File: src/design/sle_pkg.sv
// ----------------------------------------------------------------------------
// Sorted list engine package
// Shared widths, command codes and transaction types.
// ----------------------------------------------------------------------------
package sle_pkg;

  localparam int DATA_W       = 32;
  localparam int POS_W        = 5;
  localparam int POS_SPAN     = 2 ** POS_W;
  localparam int CNT_OUT_W    = 6;
  localparam int CAPACITY_DEF = 32;

  typedef enum logic [1:0] {
    CMD_INSERT = 2'd0,
    CMD_REMOVE = 2'd1,
    CMD_READ   = 2'd2
  } cmd_e;

  typedef struct packed {
    logic [1:0]               cmd;
    logic signed [DATA_W-1:0] value;
    logic [POS_W-1:0]         position;
  } req_t;

  typedef struct packed {
    logic                     ok;
    logic signed [DATA_W-1:0] read_value;
    logic [CNT_OUT_W-1:0]     count;
    logic                     empty_res;
    logic                     full_res;
  } rsp_t;

  typedef struct packed {
    logic                     ins;
    logic                     rem;
    logic signed [DATA_W-1:0] value;
    logic [POS_W-1:0]         position;
  } ctrl_t;

endpackage

File: src/design/sorted_list_engine_top.sv
// ----------------------------------------------------------------------------
// Sorted list engine
// Keeps up to CAPACITY signed values in ascending order in a row of cells.
//
// The cmd channel carries one command per transaction: insert, remove, or
// read at a position. The rsp channel returns one result per command with
// the success flag, read data, entry count and empty and full flags.
// Each command is applied to the row of cells in the cycle it is accepted;
// every cell compares its entry with the command value and shifts in one
// step, so the result appears on rsp in the cycle after acceptance and a new
// command can be accepted each cycle, one per cycle while no result stalls.
// The result register holds while the receiver stalls; cmd_stall is raised
// only while a held result is stalled. Reset empties the list and drops any
// pending result; stored entries are left as they are.
// ----------------------------------------------------------------------------
module sorted_list_engine_top #(
  parameter int CAPACITY = sle_pkg::CAPACITY_DEF
) (
  input  logic          clk,
  input  logic          rst,
  input  logic          cmd_valid,
  output logic          cmd_stall,
  input  sle_pkg::req_t cmd_data,
  output logic          rsp_valid,
  input  logic          rsp_stall,
  output sle_pkg::rsp_t rsp_data
);
  import sle_pkg::*;

  localparam int CNT_W = $clog2(CAPACITY + 1);

  logic                     accept;
  logic                     full;
  logic                     found;
  logic                     read_ok;
  ctrl_t                    ctrl;
  logic [CNT_W-1:0]         cnt;
  logic [CNT_W-1:0]         cnt_next;
  logic [CNT_W+5:0]         cnt_wide;
  logic signed [DATA_W-1:0] rd_or;
  logic                     rsp_valid_next;
  rsp_t                     rsp_data_next;

  logic signed [DATA_W-1:0] ent   [CAPACITY];
  logic signed [DATA_W-1:0] rd_d  [CAPACITY];
  logic [CAPACITY-1:0]      gt_v;
  logic [CAPACITY-1:0]      lt_v;
  logic [CAPACITY-1:0]      eq_v;
  logic [CAPACITY-1:0]      hit_v;

  assign cmd_stall = rsp_valid && rsp_stall;
  assign accept    = cmd_valid && !cmd_stall;
  assign full      = cnt == CNT_W'(CAPACITY);
  assign found     = |eq_v;
  assign read_ok   = |hit_v;

  assign ctrl.ins      = accept && (cmd_data.cmd == CMD_INSERT) && !full;
  assign ctrl.rem      = accept && (cmd_data.cmd == CMD_REMOVE) && found;
  assign ctrl.value    = cmd_data.value;
  assign ctrl.position = cmd_data.position;

  for (genvar i = 0; i < CAPACITY; i++) begin : g_cell
    logic signed [DATA_W-1:0] lower_entry;
    logic                     lower_gt;
    logic                     lower_lt;
    logic signed [DATA_W-1:0] upper_entry;

    if (i == 0) begin : g_first
      assign lower_entry = '0;
      assign lower_gt    = 1'b0;
      assign lower_lt    = 1'b1;
    end else begin : g_mid
      assign lower_entry = ent[i-1];
      assign lower_gt    = gt_v[i-1];
      assign lower_lt    = lt_v[i-1];
    end

    if (i == CAPACITY - 1) begin : g_last
      assign upper_entry = ent[i];
    end else begin : g_up
      assign upper_entry = ent[i+1];
    end

    sle_cell #(
      .IDX   (i),
      .CNT_W (CNT_W)
    ) u_cell (
      .clk         (clk),
      .ctrl        (ctrl),
      .count       (cnt),
      .lower_entry (lower_entry),
      .lower_gt    (lower_gt),
      .lower_lt    (lower_lt),
      .upper_entry (upper_entry),
      .entry       (ent[i]),
      .gt          (gt_v[i]),
      .lt          (lt_v[i]),
      .first_eq    (eq_v[i]),
      .rd_hit      (hit_v[i]),
      .rd_data     (rd_d[i])
    );
  end

  always_comb begin
    rd_or = '0;
    for (int i = 0; i < CAPACITY; i++) begin
      rd_or = rd_or | rd_d[i];
    end
  end

  always_comb begin
    cnt_next = cnt;
    if (ctrl.ins) begin
      cnt_next = cnt + CNT_W'(1);
    end else if (ctrl.rem) begin
      cnt_next = cnt - CNT_W'(1);
    end
  end

  assign cnt_wide = (CNT_W + 6)'(cnt_next);

  always_comb begin
    rsp_data_next            = '0;
    rsp_data_next.count      = cnt_wide[CNT_OUT_W-1:0];
    rsp_data_next.empty_res  = cnt_next == '0;
    rsp_data_next.full_res   = cnt_next == CNT_W'(CAPACITY);
    case (cmd_data.cmd)
      CMD_INSERT: begin
        rsp_data_next.ok = !full;
      end
      CMD_REMOVE: begin
        rsp_data_next.ok = found;
      end
      CMD_READ: begin
        rsp_data_next.ok         = read_ok;
        rsp_data_next.read_value = rd_or;
      end
      default: begin
        rsp_data_next.ok = 1'b0;
      end
    endcase
  end

  always_comb begin
    rsp_valid_next = rsp_valid && rsp_stall;
    if (accept) begin
      rsp_valid_next = 1'b1;
    end
  end

  always_ff @(posedge clk) begin
    if (rst) begin
      cnt       <= '0;
      rsp_valid <= 1'b0;
    end else begin
      cnt       <= cnt_next;
      rsp_valid <= rsp_valid_next;
    end
  end

  always_ff @(posedge clk) begin
    if (accept) begin
      rsp_data <= rsp_data_next;
    end
  end

endmodule

File: src/design/sle_cell.sv
// ----------------------------------------------------------------------------
// Sorted list cell
// One slot of the list: compares its entry with the command value and
// takes its own, a neighbor's or the new value on insert and remove.
// ----------------------------------------------------------------------------
module sle_cell #(
  parameter int IDX   = 0,
  parameter int CNT_W = 6
) (
  input  logic                              clk,
  input  sle_pkg::ctrl_t                    ctrl,
  input  logic [CNT_W-1:0]                  count,
  input  logic signed [sle_pkg::DATA_W-1:0] lower_entry,
  input  logic                              lower_gt,
  input  logic                              lower_lt,
  input  logic signed [sle_pkg::DATA_W-1:0] upper_entry,
  output logic signed [sle_pkg::DATA_W-1:0] entry,
  output logic                              gt,
  output logic                              lt,
  output logic                              first_eq,
  output logic                              rd_hit,
  output logic signed [sle_pkg::DATA_W-1:0] rd_data
);
  import sle_pkg::*;

  localparam logic [CNT_W-1:0] SLOT = CNT_W'(IDX);

  logic                     occ;
  logic                     at_tail;
  logic                     pos_hit;
  logic signed [DATA_W-1:0] entry_next;

  assign occ      = SLOT < count;
  assign at_tail  = SLOT == count;
  assign gt       = occ && (entry > ctrl.value);
  assign lt       = occ && (entry < ctrl.value);
  assign first_eq = occ && (entry == ctrl.value) && lower_lt;
  assign pos_hit  = (IDX < POS_SPAN) && (32'(ctrl.position) == 32'(IDX));
  assign rd_hit   = occ && pos_hit;
  assign rd_data  = rd_hit ? entry : '0;

  always_comb begin
    entry_next = entry;
    if (ctrl.ins) begin
      if (lower_gt) begin
        entry_next = lower_entry;
      end else if (gt || at_tail) begin
        entry_next = ctrl.value;
      end
    end else if (ctrl.rem) begin
      if (occ && !lt) begin
        entry_next = upper_entry;
      end
    end
  end

  always_ff @(posedge clk) begin
    entry <= entry_next;
  end

endmodule

File: config.mk
export PLATFORM = sky130hd
export DESIGN_NAME = sorted_list_engine_top
export DESIGN_NICKNAME = d
export VERILOG_FILES = /design/src/design/sle_pkg.sv /design/src/design/sorted_list_engine_top.sv /design/src/design/sle_cell.sv
export SDC_FILE = /design/constraint.sdc
export NUM_CORES = 2
export LEC_CHECK = 0
export BUFFER_PORTS_ARGS = -buffer_cell sky130_fd_sc_hd__buf_2
export CAP_MARGIN = 20
export CORE_MARGIN = 2
export CORE_UTILIZATION = 25
export CTS_CLUSTER_DIAMETER = 120
export DETAILED_ROUTE_END_ITERATION = 10
export SYNTH_ARGS = -nofsm -noshare
export SYNTH_HDL_FRONTEND = slang
export SYNTH_SLANG_ARGS = --single-unit
File: constraint.sdc
create_clock -name clk -period 14.55 [get_ports clk]
set_input_delay 1.455 -clock clk [delete_from_list [all_inputs] [get_ports clk]]
set_output_delay 1.455 -clock clk [all_outputs]
set_load 0.01 [all_outputs]
# Word-level counts from Yosys, hierarchy flattened
# Index checks and enable logic that the tools add are counted.
[op_classes]
addsub = 2
mul = 0
div = 0
n_lt_le_gt_ge = 95
eq_ne = 129
shifts = 0
n_mux = 192
bitwise = 31
reduce_logical = 331
[ops]
columns = ["operator", "count"]
rows = [
  ["32-bit two-way mux", 188],
  ["32-bit equality test", 32],
  ["32-bit greater-than comparator", 32],
  ["32-bit less-than comparator", 31],
  ["32-bit OR", 31],
  ["1-bit logical AND", 195],
  ["5-bit by 6-bit equality test with 1-bit output, first input constant", 16],
  ["5-bit by 6-bit less-than comparator with 1-bit output, first input constant", 16],
  ["3-bit AND reduction", 31],
  ["3-bit by 1-bit inequality test with 1-bit output, second input constant", 30],
  ["5-bit equality test, second input constant", 16],
  ["2-bit nonzero test", 33],
  ["32-bit OR reduction", 2],
  ["4-bit by 6-bit equality test with 1-bit output, first input constant", 8],
  ["4-bit by 6-bit less-than comparator with 1-bit output, first input constant", 8],
  ["5-bit by 4-bit equality test with 1-bit output, second input constant", 8],
  ["1-bit zero test", 33],
  ["1-bit logical OR", 32],
  ["3-bit by 6-bit equality test with 1-bit output, first input constant", 4],
  ["3-bit by 6-bit less-than comparator with 1-bit output, first input constant", 4],
  ["5-bit by 3-bit equality test with 1-bit output, second input constant", 4],
  ["2-bit by 6-bit equality test with 1-bit output, first input constant", 2],
  ["6-bit equality test, second input constant", 2],
  ["6-bit zero test", 2],
  ["16 further kinds", 20],
]
[totals]
reg_bits = 1072
latchBits = 0
ramBits = 0
rom_bits = 0
input_bits = 43
out_inout_bits = 43
wordCells = 819
mem_count = 0

# Depth between registers and ports, before layout
[depth]
ltp_word = 34
ltp_mapped = 15
mapped_depth_nobuf = 15

# Modules after synthesis
# Synthesis repeated with hierarchy kept, for this count alone.
[unflattened]
cells_unflattened = 10345
hier_area_um2 = 92712.7
[modules_own_cells]
columns = ["mod", "n_inst", "cells_per_inst", "area_each_um2", "seq_area_each_um2"]
rows = [
  ["sle_cell at g_cell[27].u_cell ...", 2, 309, 2765.2, 960.9],
  ["sle_cell at g_cell[25].u_cell ...", 2, 305, 2748.9, 960.9],
  ["sle_cell at g_cell[11].u_cell ...", 2, 305, 2747.6, 960.9],
  ["sorted_list_engine_top", 1, 523, 4217.8, 1371.3],
  ["sle_cell at g_cell[2].u_cell", 1, 313, 2842.7, 960.9],
  ["sle_cell at g_cell[30].u_cell", 1, 312, 2825.2, 960.9],
  ["sle_cell at g_cell[7].u_cell", 1, 311, 2820.2, 960.9],
  ["sle_cell at g_cell[14].u_cell", 1, 305, 2802.7, 960.9],
  ["sle_cell at g_cell[6].u_cell", 1, 306, 2796.4, 960.9],
  ["sle_cell at g_cell[21].u_cell", 1, 306, 2790.2, 960.9],
  ["sle_cell at g_cell[26].u_cell", 1, 310, 2770.2, 960.9],
  ["sle_cell at g_cell[15].u_cell", 1, 304, 2762.6, 960.9],
  ["sle_cell at g_cell[19].u_cell", 1, 308, 2761.4, 960.9],
  ["sle_cell at g_cell[20].u_cell", 1, 309, 2761.4, 960.9],
  ["16 more rows", "-", "-", "-", "-"],
]

# Least setup slack after synthesis
# OpenSTA, ideal clock, no wires.
[synth_path]
path_type = "input port to flip-flop"
startpoint = "in cmd_data[26] (netlist bit)"
endpoint = "reg g_cell[14].u_cell.entry[0] (netlist bit), enable pin"
setup_ns = 0.470
t_arrival_ns = 7.304
required_time_ns = 14.080
slack_ns = 6.776
cell_stages = 15
n_path_buf = 2
cell_sequence = "inv_1 > ha_1 > nand4_1 > nor2_1 > a222oi_1 > a41oi_1 > or4_1 > xnor2_1 > o21ai_0 > or2_2 > clkbuf_1 > buf_1 > nand3_1 > nor2_1 > a211oi_1"
[synth_via]
elab_chain_len = 7
elab_cells_between_ends = 170
cone_classes = "order compare: 33; eq/ne: 33; reduce/logical: 104"
[synth_rtl]
columns = ["item", "line", "source"]
rows = [
  ["from (decl)", "sorted_list_engine_top.sv:23", "input sle_pkg::req_t cmd_data,"],
  ["32-bit less-than comparator / 32-bit equality test (equally long branches)", "sle_cell.sv:36, sle_cell.sv:37", ""],
  ["1-bit logical AND (on tied branches)", "sle_cell.sv:36, sle_cell.sv:37", ""],
  ["1-bit logical AND", "sle_cell.sv:37", "assign first_eq = occ && (entry == ctrl.value) && lower_lt;"],
  ["32-bit OR reduction", "sorted_list_engine_top.sv:54", "assign found = |eq_v;"],
  ["1-bit logical AND", "sorted_list_engine_top.sv:58", "assign ctrl.rem = accept && (cmd_data.cmd == CMD_REMOVE) && found;"],
  ["2-bit nonzero test (no line)", "-", ""],
  ["3-bit AND reduction (no line) (*)", "-", ""],
  ["to (signal assigned)", "sle_cell.sv:58", "entry <= entry_next;"],
  ["to (decl)", "sle_cell.sv:17", "output logic signed [sle_pkg::DATA_W-1:0] entry,"],
]
# Every way passes the cells marked *; elsewhere a longest branch is shown, timed or not.
# A chain may end at the register's enable or synchronous reset.

# Worst setup path after layout
[layout_path]
startpoint = "in cmd_data[28] (netlist bit)"
endpoint = "reg g_cell[1].u_cell.entry[9] (netlist bit), enable pin"
[layout_via]
elab_chain_len = 7
elab_cells_between_ends = 170
cone_classes = "order compare: 33; eq/ne: 33; reduce/logical: 104"
[layout_rtl]
columns = ["item", "line"]
rows = [
  ["32-bit less-than comparator / 32-bit equality test (equally long branches)", "sle_cell.sv:36, sle_cell.sv:37"],
  ["1-bit logical AND (on tied branches)", "sle_cell.sv:36, sle_cell.sv:37"],
  ["1-bit logical AND", "sle_cell.sv:37"],
  ["32-bit OR reduction", "sorted_list_engine_top.sv:54"],
  ["1-bit logical AND", "sorted_list_engine_top.sv:58"],
  ["2-bit nonzero test (no line)", "-"],
  ["3-bit AND reduction (no line) (*)", "-"],
  ["to (signal assigned)", "sle_cell.sv:58"],
  ["to (decl)", "sle_cell.sv:17"],
]
# Marked as above.

==> impl_metrics.yaml <==
yosys:
  muxShareOfSynthArea_pct: 11.4
  synth_xor_area_share_pct: 0.220
  synth.largest_area_cell: "edfxtp_1"
  syn_nets: 9679
  synthAdderAreaFrac_pct: 15.4
  synth-simple-area-share_pct: 12.8
  ys_ff_latch: 1072
  synth.avg_cell_area_um2: 9.71
  synth_top_area_share_pct: 38.3
  synth_common_cells: "nand2_1, o21ai_0, edfxtp_1"
  synth_warnings: 0
  ys.flop_type: "edfxtp_1"
  synth_top_family_by_area: "compound AO/OA/AOI/OAI gates"
  synth_most_common_cell: "nand2_1"
  yosys-top-cells-area: "edfxtp_1, ha_1, mux2i_1, o21ai_0, nand2_1"
  synth_compound_area_share_pct: 18.7
  async_flop_share_pct: 0
  synth-edff-count: 1065
  syn_area_um2: 83600
  ys_seq_area_share_pct: 38.4
  ys_types: 91
  synth_cells: 8608
sta:
  drv_slew: 0
  period_share_pct: 61.4
  finalHoldViolations: 0
  fin_tns_setup_ns: 0
  clock_skew_ns: 0.0370
  relSlewSlack_pct: 13.0
  fin_crit_ns: 8.94
  max_freq_ghz: 0.112
  rsz0062_at_grt: "no"
  setup_viol: 0
  tightest_slew_ns: 1.29
clocking:
  clk_path_buf_depth: 3
  cts-root-buf: "clkbuf_16"
  cts_tree: "done"
  hold_buffers: 0
  clock_sinks: 1072
  htree_levels: 4
  path_clk_slew_ns: 0.06
  cts-resized-gates: 0
  clock_latency_ns: 0.84
  postCtsSetupBuffers: 0
  cts_inserted_buffers: 134
global_route:
  grt_first_pass_wirelength_um: 583000
  antenna_found_initial: 43
  grt_pass1_vias: 70300
  overflow: 0
  grt_usage_pct: 24.2
  grt_max_degree: 263
layout:
  fin_util_pct: 28.3
  design_area_um2: 94300
  area_growth_syn_to_layout_pct: 12.8
  drive_above_1_share_pct: 7.53
  layout.cells.non_filler: 13000
  nets: 9582
floorplan:
  num_io_pins: 86
  floorplan.rows: 212
  initial_core_util_pct: 25.1
  core_area_um2: 333000
  die_y_um: 582
  dieArea_um2: 339000
  dieWidth_um: 582
place:
  globalplace.congestion: 1.04
  numPortBuffers: 85
  hpwlAfterDp_um: 317000
  placed_cells: 12800
  dpl_cell_area_um2: 89800
routing:
  vias_per_cell: 6.03
  drc_errors: 0
  dr.pass1.iters: 7
  vias: 78400
  initialDrtViolationCount: 13400
  drt_wl_total_um: 428000
  wl_per_cell_um: 32.9
  postRouteAntennaNets: 0
worst_setup_path:
  r2r_slack_ns: 7.54
  cp-startpoint: "cmd_data[28]"
  crit_fanout: 31
  critPathKind: "primary input to register"
  cp-end-kind: "register"
  r2r_start: "g_cell[23].u_cell.entry[15]"
  r2r-end: "g_cell[1].u_cell.entry[9]"
  r2r.worst_path.cells: 14
  cp.required_ns: 15.06
  worst-endpoint-arrival_ns: 9.45
  cp-start-kind: "primary input"
worst_hold_path:
  holdPathStages: 4
  min_from: "rsp_valid"
  hold_end: "rsp_valid"
  hp-class: "register to register"
power:
  p_leak_nw: 41.0
  ir_drop_uv: 120
  power.total_mw: 7.79
  powerDensity_nw_per_um2: 82.6
run_status:
  status: "completed"
job:
  maxCapViolations: 0
placed cells by master, fill, tap and decap left out, types with 52 or more instances in the layout:
| master | synthesis | routed |
|---|---|---|
| a222oi_1 | 66 | 66 |
| nor3_1 | 104 | 86 |
| a22o_1 | 146 | 146 |
| nand4_1 | 283 | 283 |
| inv_1 | 115 | 114 |
| nor2_1 | 225 | 208 |
| buf_2 | 4 | 90 |
| ha_1 | 1028 | 1028 |
| buf_4 | 2 | 229 |
| nand2_1 | 1294 | 1276 |
| a21o_1 | 106 | 106 |
| a21oi_1 | 456 | 443 |
| nor2b_1 | 52 | 52 |
| nand3_1 | 137 | 129 |
| mux2i_1 | 951 | 951 |
| edfxtp_1 | 1065 | 1065 |
| a221oi_1 | 155 | 155 |
| o21ai_0 | 1159 | 1158 |
| clkbuf_16 | 0 | 138 |
| a22oi_1 | 132 | 132 |
worst max-delay path by stage:
stage	cells after the start	slack, ns	endpoint
final	16	5.61	g_cell[1].u_cell.entry[9]
after global routing	17	5.75	g_cell[8].u_cell.entry[18]
after CTS	16	6.02	g_cell[8].u_cell.entry[18]
after detailed placement	16	5.17	g_cell[8].u_cell.entry[24]
after global placement	16	5.28	g_cell[8].u_cell.entry[18]
after floorplan	15	6.78	g_cell[14].u_cell.entry[0]
logic make-up after synthesis:
kind of cell | count (synthesis)
compound gates | 2528
flops | 1072
xor+xnor | 21
mux | 953
fa+ha+maj | 1028
buf+inv | 678
simple gates | 2328
flip-flops by register name, summed over array words and instances (netlist names):
name                 count
rsp_data                41
g_cell.u_cell.entry   1024
cnt                      6
rsp_valid                1
metrics by stage:
stage	setup slack (ns)	hold WS (ns)
after CTS	6.02	0.593
final	5.61	0.591
after floorplan	6.78	0.544
after global routing	5.75	0.615
after global placement	5.28	0.570
after detailed placement	5.17	0.582
layer usage:
layer | global-route usage [%] | share of wire (%) | up-vias
met3 | 5.55 | 12 | 1204
met5 | 0 | 0.0084 | -
met4 | 15.9 | 8.0 | 6
met2 | 35.7 | 42 | 5848
li1 | - | - | 33100
met1 | 31.5 | 38 | 38200
worst max-delay path: stages:
cell,delay [ns]
buf_2,0.63
clkinv_1,0.69
buf_4,0.51
ha_1,0.43
nand4_1,0.17
nor4bb_1,0.96
o32a_1,0.38
mux2i_1,0.29
a221oi_1,0.54
nand4_1,0.17
nor4_1,0.88
nand3_1,0.36
nand3_4,0.55
buf_4,0.60
a21oi_4,0.22
buf_4,0.33
final cells by class:
cell class                 count  area (um^2)
clock buffer                 164         3560
sequential                  1072        32100
antenna                       10         25.0
multi-input combinational   6858        49500
timing repair buffer         329         2310
inverter                     116          435
tap                         4387         5490
clock inverter                75          785
fill                       35100       239000
power breakdown:
group          total (mW)  internal [mW]  switching (mW)  leakage (nW)
Combinational       0.874          0.275           0.598          29.2
Clock                3.51           1.99            1.52          2.12
Sequential           3.40           3.39          0.0150          9.69
Note: power is estimated with default switching activity, not from simulation.
